<file path="src/rtl/lcgrb_pkg.sv">
// ----------------------------------------------------------------------------
// lcgrb_pkg: shared types and constants for the LCG random byte source
// Beat layouts for both channels and the fixed generator/finalizer constants.
// ----------------------------------------------------------------------------
`default_nettype none

package lcgrb_pkg;

  // Command codes on the request channel
  localparam logic CmdRead = 1'b0;
  localparam logic CmdSeed = 1'b1;

  // LCG step: state = LcgMul * state + LcgAdd (mod 2^64)
  localparam logic [63:0] LcgMul = 64'd6364136223846793005;
  localparam logic [63:0] LcgAdd = 64'd1442695040888963407;

  // fmix64 finalizer constants
  localparam logic [63:0] FmixK1 = 64'hff51afd7ed558ccd;
  localparam logic [63:0] FmixK2 = 64'hc4ceb9fe1a85ec53;
  localparam int unsigned FmixShift = 33;

  // Reset value of the initial seed register
  localparam logic [63:0] SeedReset = 64'hDEADBEEFCAFEBABE;

  // Request beat
  typedef struct packed {
    logic        command;
    logic [63:0] seed_value;
    logic [6:0]  read_length;
  } in_t;

  // Result beat
  typedef struct packed {
    logic [7:0] random_byte;
    logic       last_byte;
  } out_t;

endpackage

`default_nettype wire

</file>
<file path="src/rtl/lcg_mixed_random_byte_source.sv">
// ----------------------------------------------------------------------------
// lcg_mixed_random_byte_source: random byte source (64-bit LCG + fmix64)
// Seed writes load the generator; reads return N bytes, one per result beat,
// from 32-bit words made by an LCG step followed by the fmix64 finalizer.
// ----------------------------------------------------------------------------
//
//  channel  | direction | handshake           | beat
//  ---------+-----------+---------------------+------------------------------
//  request  | in        | in_valid/in_ready   | command, seed_value, read_len
//  result   | out       | out_valid/out_ready | random_byte, last_byte
//  config   | in        | cfg_we (no wait)    | power-on seed (64 bit)
//
// A seed write or zero-length read is done when it is accepted. Each 32-bit
// word takes three 64x64 low-half multiplies, each built from three passes
// through one shared 32x32 multiplier plus a finishing step. Each byte is
// then loaded into the output register. A stalled result holds the byte
// stream; the next word is generated while the fourth byte of a word waits
// in the output register.
// Reset clears the generator state and seeded flag; no clearing pass.

`default_nettype none

module lcg_mixed_random_byte_source #(
  parameter int unsigned MAX_READ_BYTES = 64
) (
  input  wire                  clk_i,
  input  wire                  rst_ni,
  // request channel
  input  wire                  in_valid_i,
  output logic                 in_ready_o,
  input  wire lcgrb_pkg::in_t  in_data_i,
  // result channel
  output logic                 out_valid_o,
  input  wire                  out_ready_i,
  output lcgrb_pkg::out_t      out_data_o,
  // configuration
  input  wire                  cfg_we_i,
  input  wire [63:0]           cfg_wdata_i
);

  localparam int unsigned CntW = $clog2(MAX_READ_BYTES + 1);

  typedef enum logic [1:0] {
    ST_IDLE,
    ST_MUL,
    ST_FIN,
    ST_EMIT
  } state_e;

  typedef enum logic [1:0] {
    OP_LCG,
    OP_K1,
    OP_K2
  } op_e;

  state_e          state_q;
  op_e             op_q;
  logic [1:0]      phase_q;
  logic [63:0]     seed_cfg_q;
  logic [63:0]     gen_q;
  logic            seeded_q;
  logic [63:0]     x_q;
  logic [63:0]     acc_q;
  logic [63:0]     acc_d;
  logic [31:0]     word_q;
  logic [CntW-1:0] left_q;
  logic [1:0]      byte_q;
  logic            out_valid_q;
  lcgrb_pkg::out_t out_q;

  logic [63:0]     mul_k;
  logic [31:0]     mul_a;
  logic [31:0]     mul_b;
  logic [63:0]     prod;
  logic [63:0]     lcg_next;
  logic [63:0]     fmix_x;
  logic [CntW-1:0] len_sat;
  logic            in_beat;
  logic            out_free;

  assign in_ready_o  = (state_q == ST_IDLE);
  assign in_beat     = in_valid_i && in_ready_o;
  assign out_valid_o = out_valid_q;
  assign out_data_o  = out_q;
  assign out_free    = !out_valid_q || out_ready_i;

  // Saturate the requested length
  always_comb begin
    if (in_data_i.read_length > 7'(MAX_READ_BYTES)) begin
      len_sat = CntW'(MAX_READ_BYTES);
    end else begin
      len_sat = in_data_i.read_length[CntW-1:0];
    end
  end

  // Constant operand for the current multiply
  always_comb begin
    unique case (op_q)
      OP_LCG:  mul_k = lcgrb_pkg::LcgMul;
      OP_K1:   mul_k = lcgrb_pkg::FmixK1;
      OP_K2:   mul_k = lcgrb_pkg::FmixK2;
      default: mul_k = lcgrb_pkg::FmixK2;
    endcase
  end

  // Shared 32x32 multiplier; low 64 bits of x*k over three passes:
  // xL*kL, then xL*kH and xH*kL added into the upper half
  assign mul_a = (phase_q == 2'd2) ? x_q[63:32] : x_q[31:0];
  assign mul_b = (phase_q == 2'd1) ? mul_k[63:32] : mul_k[31:0];
  assign prod  = {32'd0, mul_a} * {32'd0, mul_b};

  always_comb begin
    if (phase_q == 2'd0) begin
      acc_d = prod;
    end else begin
      acc_d = acc_q + {prod[31:0], 32'd0};
    end
  end

  // Post-multiply steps
  assign lcg_next = acc_q + lcgrb_pkg::LcgAdd;
  assign fmix_x   = acc_q ^ (acc_q >> lcgrb_pkg::FmixShift);

  // Configuration register
  always_ff @(posedge clk_i or negedge rst_ni) begin
    if (!rst_ni) begin
      seed_cfg_q <= lcgrb_pkg::SeedReset;
    end else if (cfg_we_i) begin
      seed_cfg_q <= cfg_wdata_i;
    end
  end

  // Sequencer, generator state and output register
  always_ff @(posedge clk_i or negedge rst_ni) begin
    if (!rst_ni) begin
      state_q     <= ST_IDLE;
      op_q        <= OP_LCG;
      phase_q     <= 2'd0;
      gen_q       <= 64'd0;
      seeded_q    <= 1'b0;
      x_q         <= 64'd0;
      acc_q       <= 64'd0;
      word_q      <= 32'd0;
      left_q      <= '0;
      byte_q      <= 2'd0;
      out_valid_q <= 1'b0;
      out_q       <= '0;
    end else begin
      // in ST_EMIT a taken beat is always replaced by the next byte below
      if (out_valid_q && out_ready_i && (state_q != ST_EMIT)) begin
        out_valid_q <= 1'b0;
      end

      unique case (state_q)
        ST_IDLE: begin
          if (in_beat) begin
            if (in_data_i.command == lcgrb_pkg::CmdSeed) begin
              gen_q    <= in_data_i.seed_value;
              seeded_q <= 1'b1;
            end else if (len_sat != '0) begin
              // first read seeds from the config register if needed
              if (!seeded_q) begin
                gen_q    <= seed_cfg_q;
                x_q      <= seed_cfg_q;
                seeded_q <= 1'b1;
              end else begin
                x_q <= gen_q;
              end
              left_q  <= len_sat;
              byte_q  <= 2'd0;
              op_q    <= OP_LCG;
              phase_q <= 2'd0;
              state_q <= ST_MUL;
            end
          end
        end

        ST_MUL: begin
          acc_q <= acc_d;
          if (phase_q == 2'd2) begin
            phase_q <= 2'd0;
            state_q <= ST_FIN;
          end else begin
            phase_q <= phase_q + 2'd1;
          end
        end

        ST_FIN: begin
          unique case (op_q)
            OP_LCG: begin
              gen_q   <= lcg_next;
              x_q     <= lcg_next ^ (lcg_next >> lcgrb_pkg::FmixShift);
              op_q    <= OP_K1;
              state_q <= ST_MUL;
            end
            OP_K1: begin
              x_q     <= fmix_x;
              op_q    <= OP_K2;
              state_q <= ST_MUL;
            end
            default: begin
              word_q  <= fmix_x[63:32];
              state_q <= ST_EMIT;
            end
          endcase
        end

        ST_EMIT: begin
          // one byte per beat, least significant first
          if (out_free) begin
            out_valid_q       <= 1'b1;
            out_q.random_byte <= word_q[7:0];
            out_q.last_byte   <= (left_q == CntW'(1));
            word_q            <= word_q >> 8;
            left_q            <= left_q - CntW'(1);
            byte_q            <= byte_q + 2'd1;
            if (left_q == CntW'(1)) begin
              state_q <= ST_IDLE;
            end else if (byte_q == 2'd3) begin
              x_q     <= gen_q;
              op_q    <= OP_LCG;
              phase_q <= 2'd0;
              state_q <= ST_MUL;
            end
          end
        end

        default: state_q <= ST_IDLE;
      endcase
    end
  end

endmodule

`default_nettype wire

</file>
<file path="config.mk">
export PLATFORM = sky130hd
export DESIGN_NAME = lcg_mixed_random_byte_source
export DESIGN_NICKNAME = d
export VERILOG_FILES = /design/src/rtl/lcgrb_pkg.sv /design/src/rtl/lcg_mixed_random_byte_source.sv
export SDC_FILE = /design/constraint.sdc
export NUM_CORES = 2
export LEC_CHECK = 0
export BUFFER_PORTS_ARGS = -buffer_cell sky130_fd_sc_hd__buf_4
export CORE_MARGIN = 2
export CORE_UTILIZATION = 60
export CTS_CLUSTER_DIAMETER = 50
export DETAILED_ROUTE_END_ITERATION = 10
export GPL_TIMING_DRIVEN = 0
export PLACE_DENSITY = 0.8
export SLEW_MARGIN = 20
export SYNTH_ARGS = -nofsm -noshare
export SYNTH_HDL_FRONTEND = slang
export SYNTH_SLANG_ARGS = --single-unit
</file>
<file path="constraint.sdc">
create_clock -name clk_i -period 13 [get_ports clk_i]
set_input_delay 1.3 -clock clk_i [delete_from_list [all_inputs] [get_ports clk_i]]
set_output_delay 1.3 -clock clk_i [all_outputs]
set_load 0.005 [all_outputs]
</file>
; ---- Word level (Yosys, flattened, before mapping)
; Cells that the tools add are included.
[word_totals]
wordCells = 120
reg_bits = 314
out_inout_bits = 11
[op_classes]
mux = 52
reduce_logical = 24
n_lt_le_gt_ge = 1
add_sub_neg = 5
bitwise_logic = 2
multipliers = 1
eq_ne = 21
[op_table]
columns = cell, n
row1 = 64-bit two-way mux, 11
row2 = 64-bit one-hot mux with 2 select lines, 3
row3 = 64-bit one-hot mux with 3 select lines, 1
row4 = 32-bit two-way mux, 4
row5 = 64-bit by 31-bit XOR with 64-bit output, 2
row6 = "64-bit by 61-bit adder with 64-bit output, second input constant", 1
row7 = 64-bit adder, 1
row8 = 32-bit by 32-bit multiplier with 64-bit output, 1
row9 = 32-bit one-hot mux with 2 select lines, 1
row10 = 7-bit two-way mux, 5
row11 = 2-bit two-way mux, 16
row12 = "2-bit != test, second input constant", 8
row13 = 7-bit one-hot mux with 2 select lines, 1
row14 = 2-bit one-hot mux with 3 select lines, 2
row15 = "2-bit equality test, second input constant", 4
row16 = 2-bit one-hot mux with 2 select lines, 2
row17 = 2-bit one-hot mux with 4 select lines, 1
row18 = 8-bit AND reduction, 1
row19 = 2-bit nonzero test, 4
row20 = "7-bit by 1-bit equality test with 1-bit output, second input constant", 1
row21 = "7-bit greater-than comparator, second input constant", 1
row22 = 7-bit AND reduction, 1
row23 = 7-bit nonzero test, 1
row24 = "7-bit by 1-bit subtractor with 7-bit output, second input constant", 1
row25 = other kinds (17), 32

; ---- Longest topological paths before layout
[depth]
depth_word = 7
depth_mapped = 40
mapped_depth_nobuf = 37

; ---- Least setup slack after synthesis
; Ideal clock, no wire load.
[synth_timing]
path_type = flip-flop to flip-flop
start = register phase_q[1]
end = register acc_q[63]
path_slack_ns = 3.370
stages_incl_launch_ff = 34
n_path_buf = 5
arrival_ns = 9.497
cell_sequence = dfrtp_1 > nand2b_1 > clkbuf_1 > clkbuf_1 > clkbuf_1 > mux2i_1 > clkbuf_1 > nor2_1 > fa_1 > inv_1 > fa_1 > fa_1 > inv_1 > fa_1 > inv_1 > fa_1 > inv_1 > fa_1 > fa_1 > fa_1 > ha_1 > clkbuf_1 > and4_1 > nand3_1 > or4b_2 > and2_1 > xnor2_1 > ha_1 > nand4_1 > o21ai_0 > o41ai_1 > xnor2_1 > mux2i_1 > nand4_1
[synth_between]
elab_chain_cells = 5
elab_cells_between_ends = 8
cone_classes = 1 x add/sub / 1 x mul / 2 x eq/ne / 3 x mux / 1 x reduce/logical
[synth_rtl]
columns = item, line
row1 = from (decl), lcg_mixed_random_byte_source.sv:58  ; logic [1:0] phase_q;
row2 = from (signal assigned), lcg_mixed_random_byte_source.sv:184  ; phase_q <= phase_q + 2'd1;
row3 = 2-bit equality test / 2-bit by 1-bit equality test with 1-bit output (equally long branches), "lcg_mixed_random_byte_source.sv:108, lcg_mixed_random_byte_source.sv:109"
row4 = 32-bit two-way mux (on tied branches), "lcg_mixed_random_byte_source.sv:108, lcg_mixed_random_byte_source.sv:109"
row5 = 32-bit by 32-bit multiplier with 64-bit output, lcg_mixed_random_byte_source.sv:110  ; assign prod = {32'd0, mul_a} * {32'd0, mul_b};
row6 = 64-bit adder, lcg_mixed_random_byte_source.sv:116  ; acc_d = acc_q + {prod[31:0], 32'd0};
row7 = 64-bit two-way mux (*), lcg_mixed_random_byte_source.sv:113  ; if (phase_q == 2'd0) begin
row8 = to (signal assigned), lcg_mixed_random_byte_source.sv:142  ; acc_q <= 64'd0;
row9 = to (signal assigned), lcg_mixed_random_byte_source.sv:179  ; acc_q <= acc_d;
row10 = to (decl), lcg_mixed_random_byte_source.sv:63  ; logic [63:0] acc_q;
; Every way passes the cells marked *; elsewhere a longest branch is shown, timed or not.
; A chain may end at the register's enable or synchronous reset.

; ---- Worst setup path in the final report
[layout_timing]
start = register op_q[1]
end = register acc_q[63]
[layout_between]
elab_chain_cells = 6
elab_cells_between_ends = 7
cone_classes = 1 x add/sub / 1 x mul / 1 x eq/ne / 3 x mux / 1 x reduce/logical
[layout_rtl]
columns = item, line
row1 = from (decl), lcg_mixed_random_byte_source.sv:57  ; op_e op_q;
row2 = from (signal assigned), lcg_mixed_random_byte_source.sv:137  ; op_q <= OP_LCG;
row3 = from (signal assigned), lcg_mixed_random_byte_source.sv:171  ; op_q <= OP_LCG;
row4 = from (signal assigned), lcg_mixed_random_byte_source.sv:193  ; op_q <= OP_K1;
row5 = 2-bit by 1-bit equality test with 1-bit output / 2-bit logical NOT (equally long branches), lcg_mixed_random_byte_source.sv:98  ; unique case (op_q)
row6 = 64-bit one-hot mux with 2 select lines (*), lcg_mixed_random_byte_source.sv:98
row7 = 32-bit two-way mux (*), lcg_mixed_random_byte_source.sv:109  ; assign mul_b = (phase_q == 2'd1) ? mul_k[63:32] : mul_k[31:0];
row8 = 32-bit by 32-bit multiplier with 64-bit output (*), lcg_mixed_random_byte_source.sv:110
row9 = 64-bit adder, lcg_mixed_random_byte_source.sv:116
row10 = 64-bit two-way mux (*), lcg_mixed_random_byte_source.sv:113
; Marks and branches as above.

==> flow_summary.yaml <==
clock_tree:
  root_buffer: "clkbuf_16"
  worstSkewPairLatency_ps: 560
  cts.path.max_buffers: 3
  post_cts.repair.setup_buffers: 0
  cts.sinks: 314
  path_clk_slew_ps: 80
  hold_buffers: 0
  numCtsBuffers: 34
  tritoncts: "done"
  htreeDepth: 2
routing:
  drtAntennaViolNets: 0
  vias_per_cell: 6.47
  first_iter_violations: 6680
  routed_wl_um: 214000
  drcViolationCount: 0
  vias: 45600
  dr.pass1.iters: 7
  wl_per_cell_um: 30.3
sta:
  fin_skew_ps: 29.1
  setup_ws_ps: -92.1
  tightest_slew_ps: 1290
  slew_viol_final: 0
  max-slew-margin-rel: 0.137
  rsz0062_at_grt: "no"
  whs_ps: 488
  max_freq_ghz: 0.0764
  setup_viol: 1
  period_share: 1.01
  final_hold_viol_count: 0
  period_needed_ps: 13090
  setup_tns_ps: -92.1
yosys:
  synth_mux_area_frac: 0.0477
  synth-seq-cells: 314
  avgSynthCellArea_sq_um: 8.96
  synth_fp_nets: 7033
  yosysWarningCount: 0
  synth_top_family_by_area: "adder cells"
  syn-instance-count: 5695
  synth_async_sr_flop_share: 1.00
  yosys.area_share.xor_xnor: 0.0410
  netlist-cell-type-count: 94
  yosys.area_share.adder: 0.421
  synth_edf_count: 0
  synth_simple_gate_area_frac: 0.135
  syn_area_sq_um: 51000
  synth-compound-area-share: 0.108
  ys_seq_area_frac: 0.155
  synthFlopType: "dfrtp_1"
global_route:
  grt_pass1_wl_um: 307000
  grt_usage: 0.497
  grt_start_max_net_pins: 92
  grt_overflow_total: 0
  grt_antenna_before_repair: 8
  grt_pass1_vias: 44800
floorplanning:
  die_w_um: 296
  coreArea_sq_um: 84000
  num_rows: 106
  dieArea_sq_um: 87400
  ios: 152
  die_y_um: 296
  floorplan.initialDensity: 0.608
layout:
  syn_to_final_growth_pct: 7.81
  layout_common_cells: "940 x inv_1, 865 x fa_1, 607 x nand2_1"
  mostFrequentLayoutCell: "inv_1"
  n_fill_cell: 7302
  fin_nets: 7222
  drive_above_1_share: 0.0766
placement:
  port_buffers: 149
  dp_hpwl_um: 181000
  gp_congestion: 1.12
setup_path:
  cp.arrival_ps: 13490
  cp-end-kind: "flop"
  r2r_slack_ps: -90
  worst_path_most_repeated_cell: "fa_1"
  regToRegEndpoint: "acc_q[63]"
  cp_num_buf_inv: 10
  slowest_stage: "buf_1"
  worstPathRequired_ps: 13400
  cp-start-kind: "flop"
  reg2reg_depth: 33
  crit_fanout: 10
  cpPeakStageDelay_ps: 930
  crit_type: "reg2reg"
  timing.rr.start: "op_q[1]"
  path_delay_family: "adder cells"
run:
  cap_violations: 0
min_path:
  min_path_type: "reg2reg"
  min_to: "out_data_o[0]"
  hold_depth: 2
  hp-start: "out_data_o[0]"
outcome:
  violations: "setup timing"
  status: "complete, but fails checks"
area by class of cell:
cell class | count | area (sq um) | area share
multi-input combinational | 4115 | 38400 | 0.699
sequential | 314 | 7920 | 0.144
inverter | 943 | 3540 | 0.0643
tap | 1134 | 1420 | 0.0258
buffer | 323 | 1230 | 0.0224
timing repair buffer | 153 | 1220 | 0.0222
clock buffer | 46 | 1030 | 0.0187
clock inverter | 16 | 220 | 0.00400
antenna | 5 | 12.5 | 0.000227
worst register-to-register path: cells and delay by family, from the launching register on:
kind                     cells  cell delay, ps
flip-flops                   1             550
AO/OA/AOI/OAI                2             600
buffers and inverters       10            4270
AND/OR/NAND/NOR              8            1960
multiplexers                 1             350
XOR/XNOR                     2             770
adder cells (fa/ha/maj)     10            4470
how the worst max path moves through the flow:
stage                from   endpoint  slack [ps]  cells after the start
2_1_floorplan  phase_q[1]  acc_q[63]        3370                     33
3_3_place_gp      op_q[1]  acc_q[63]         200                     32
3_5_place_dp   phase_q[0]  acc_q[63]         190                     37
4_1_cts        phase_q[0]  acc_q[63]         170                     37
5_1_grt        phase_q[0]  acc_q[63]          70                     35
6_report          op_q[1]  acc_q[63]         -90                     33
repair_timing:
| item | 4_1_cts | 5_1_grt |
|---|---|---|
| resized for setup | 0 | 14 |
| hold endpoints to repair | 0 | 0 |
| endpoints found under the setup margin | 0 | 5 |
logic make-up (layout without fill, tap and decap cells):
logic type      Yosys count  after routing
mux                     228            228
xor+xnor                239            239
other cells               0              5
buf+inv                1266           1481
fa+ha+maj              1197           1197
compound gates          864            864
simple gates           1587           1587
flops                   314            314
cells in the mapped netlist (all sizes together), types with 37 or more instances:
| cell | number | area, sq um |
|---|---|---|
| a21o | 58 | 435 |
| a21oi | 212 | 1090 |
| a31oi | 57 | 363 |
| buf | 37 | 150 |
| clkbuf | 286 | 1070 |
| dfrtp | 268 | 6710 |
| dfstp | 46 | 1210 |
| fa | 865 | 17300 |
| ha | 332 | 4150 |
| inv | 943 | 3540 |
| mux2 | 124 | 1400 |
| mux2i | 104 | 1040 |
| nand2 | 607 | 2280 |
| nand2b | 81 | 507 |
| nand3 | 55 | 280 |
| nor2 | 584 | 2190 |
| nor3 | 88 | 445 |
| o211ai | 46 | 355 |
| o21ai | 261 | 1320 |
| xnor2 | 143 | 1250 |
| xor2 | 96 | 841 |
routing by layer:
metal	GRT usage	part of all wire	up-vias	wire length, um
li1	-	-	18500	-
met4	0.265	0.070	6	14900
met2	0.670	0.39	3673	83700
met3	0.218	0.17	784	36000
met5	0	0.00019	-	40
met1	0.673	0.37	22600	79000
state kept, by name, summed over array words and instances (netlist names):
signal	count
acc_q	64
byte_q	2
gen_q	64
left_q	7
op_q	2
out_data_o	9
out_valid_o	1
phase_q	2
seed_cfg_q	64
seeded_q	1
state_q	2
word_q	32
x_q	64
stage by stage:
| step | cell area [sq um] | setup slack [ps] | util | cells |
|---|---|---|---|---|
| 3_3_place_gp | 53600 | 198 | 0.638 | 6978 |
| 2_1_floorplan | 51000 | 3370 | - | 5695 |
| 6_report | 55000 | -92.1 | 0.656 | 7049 |
| 5_1_grt | 55000 | 72.7 | 0.655 | 7046 |
| 4_1_cts | 55000 | 165 | 0.655 | 7044 |
| 3_5_place_dp | 53700 | 192 | 0.640 | 6982 |
Power is left out: the tool's default activity adds up to more than one toggle a clock period on the data nets, which glitch-free logic cannot reach.
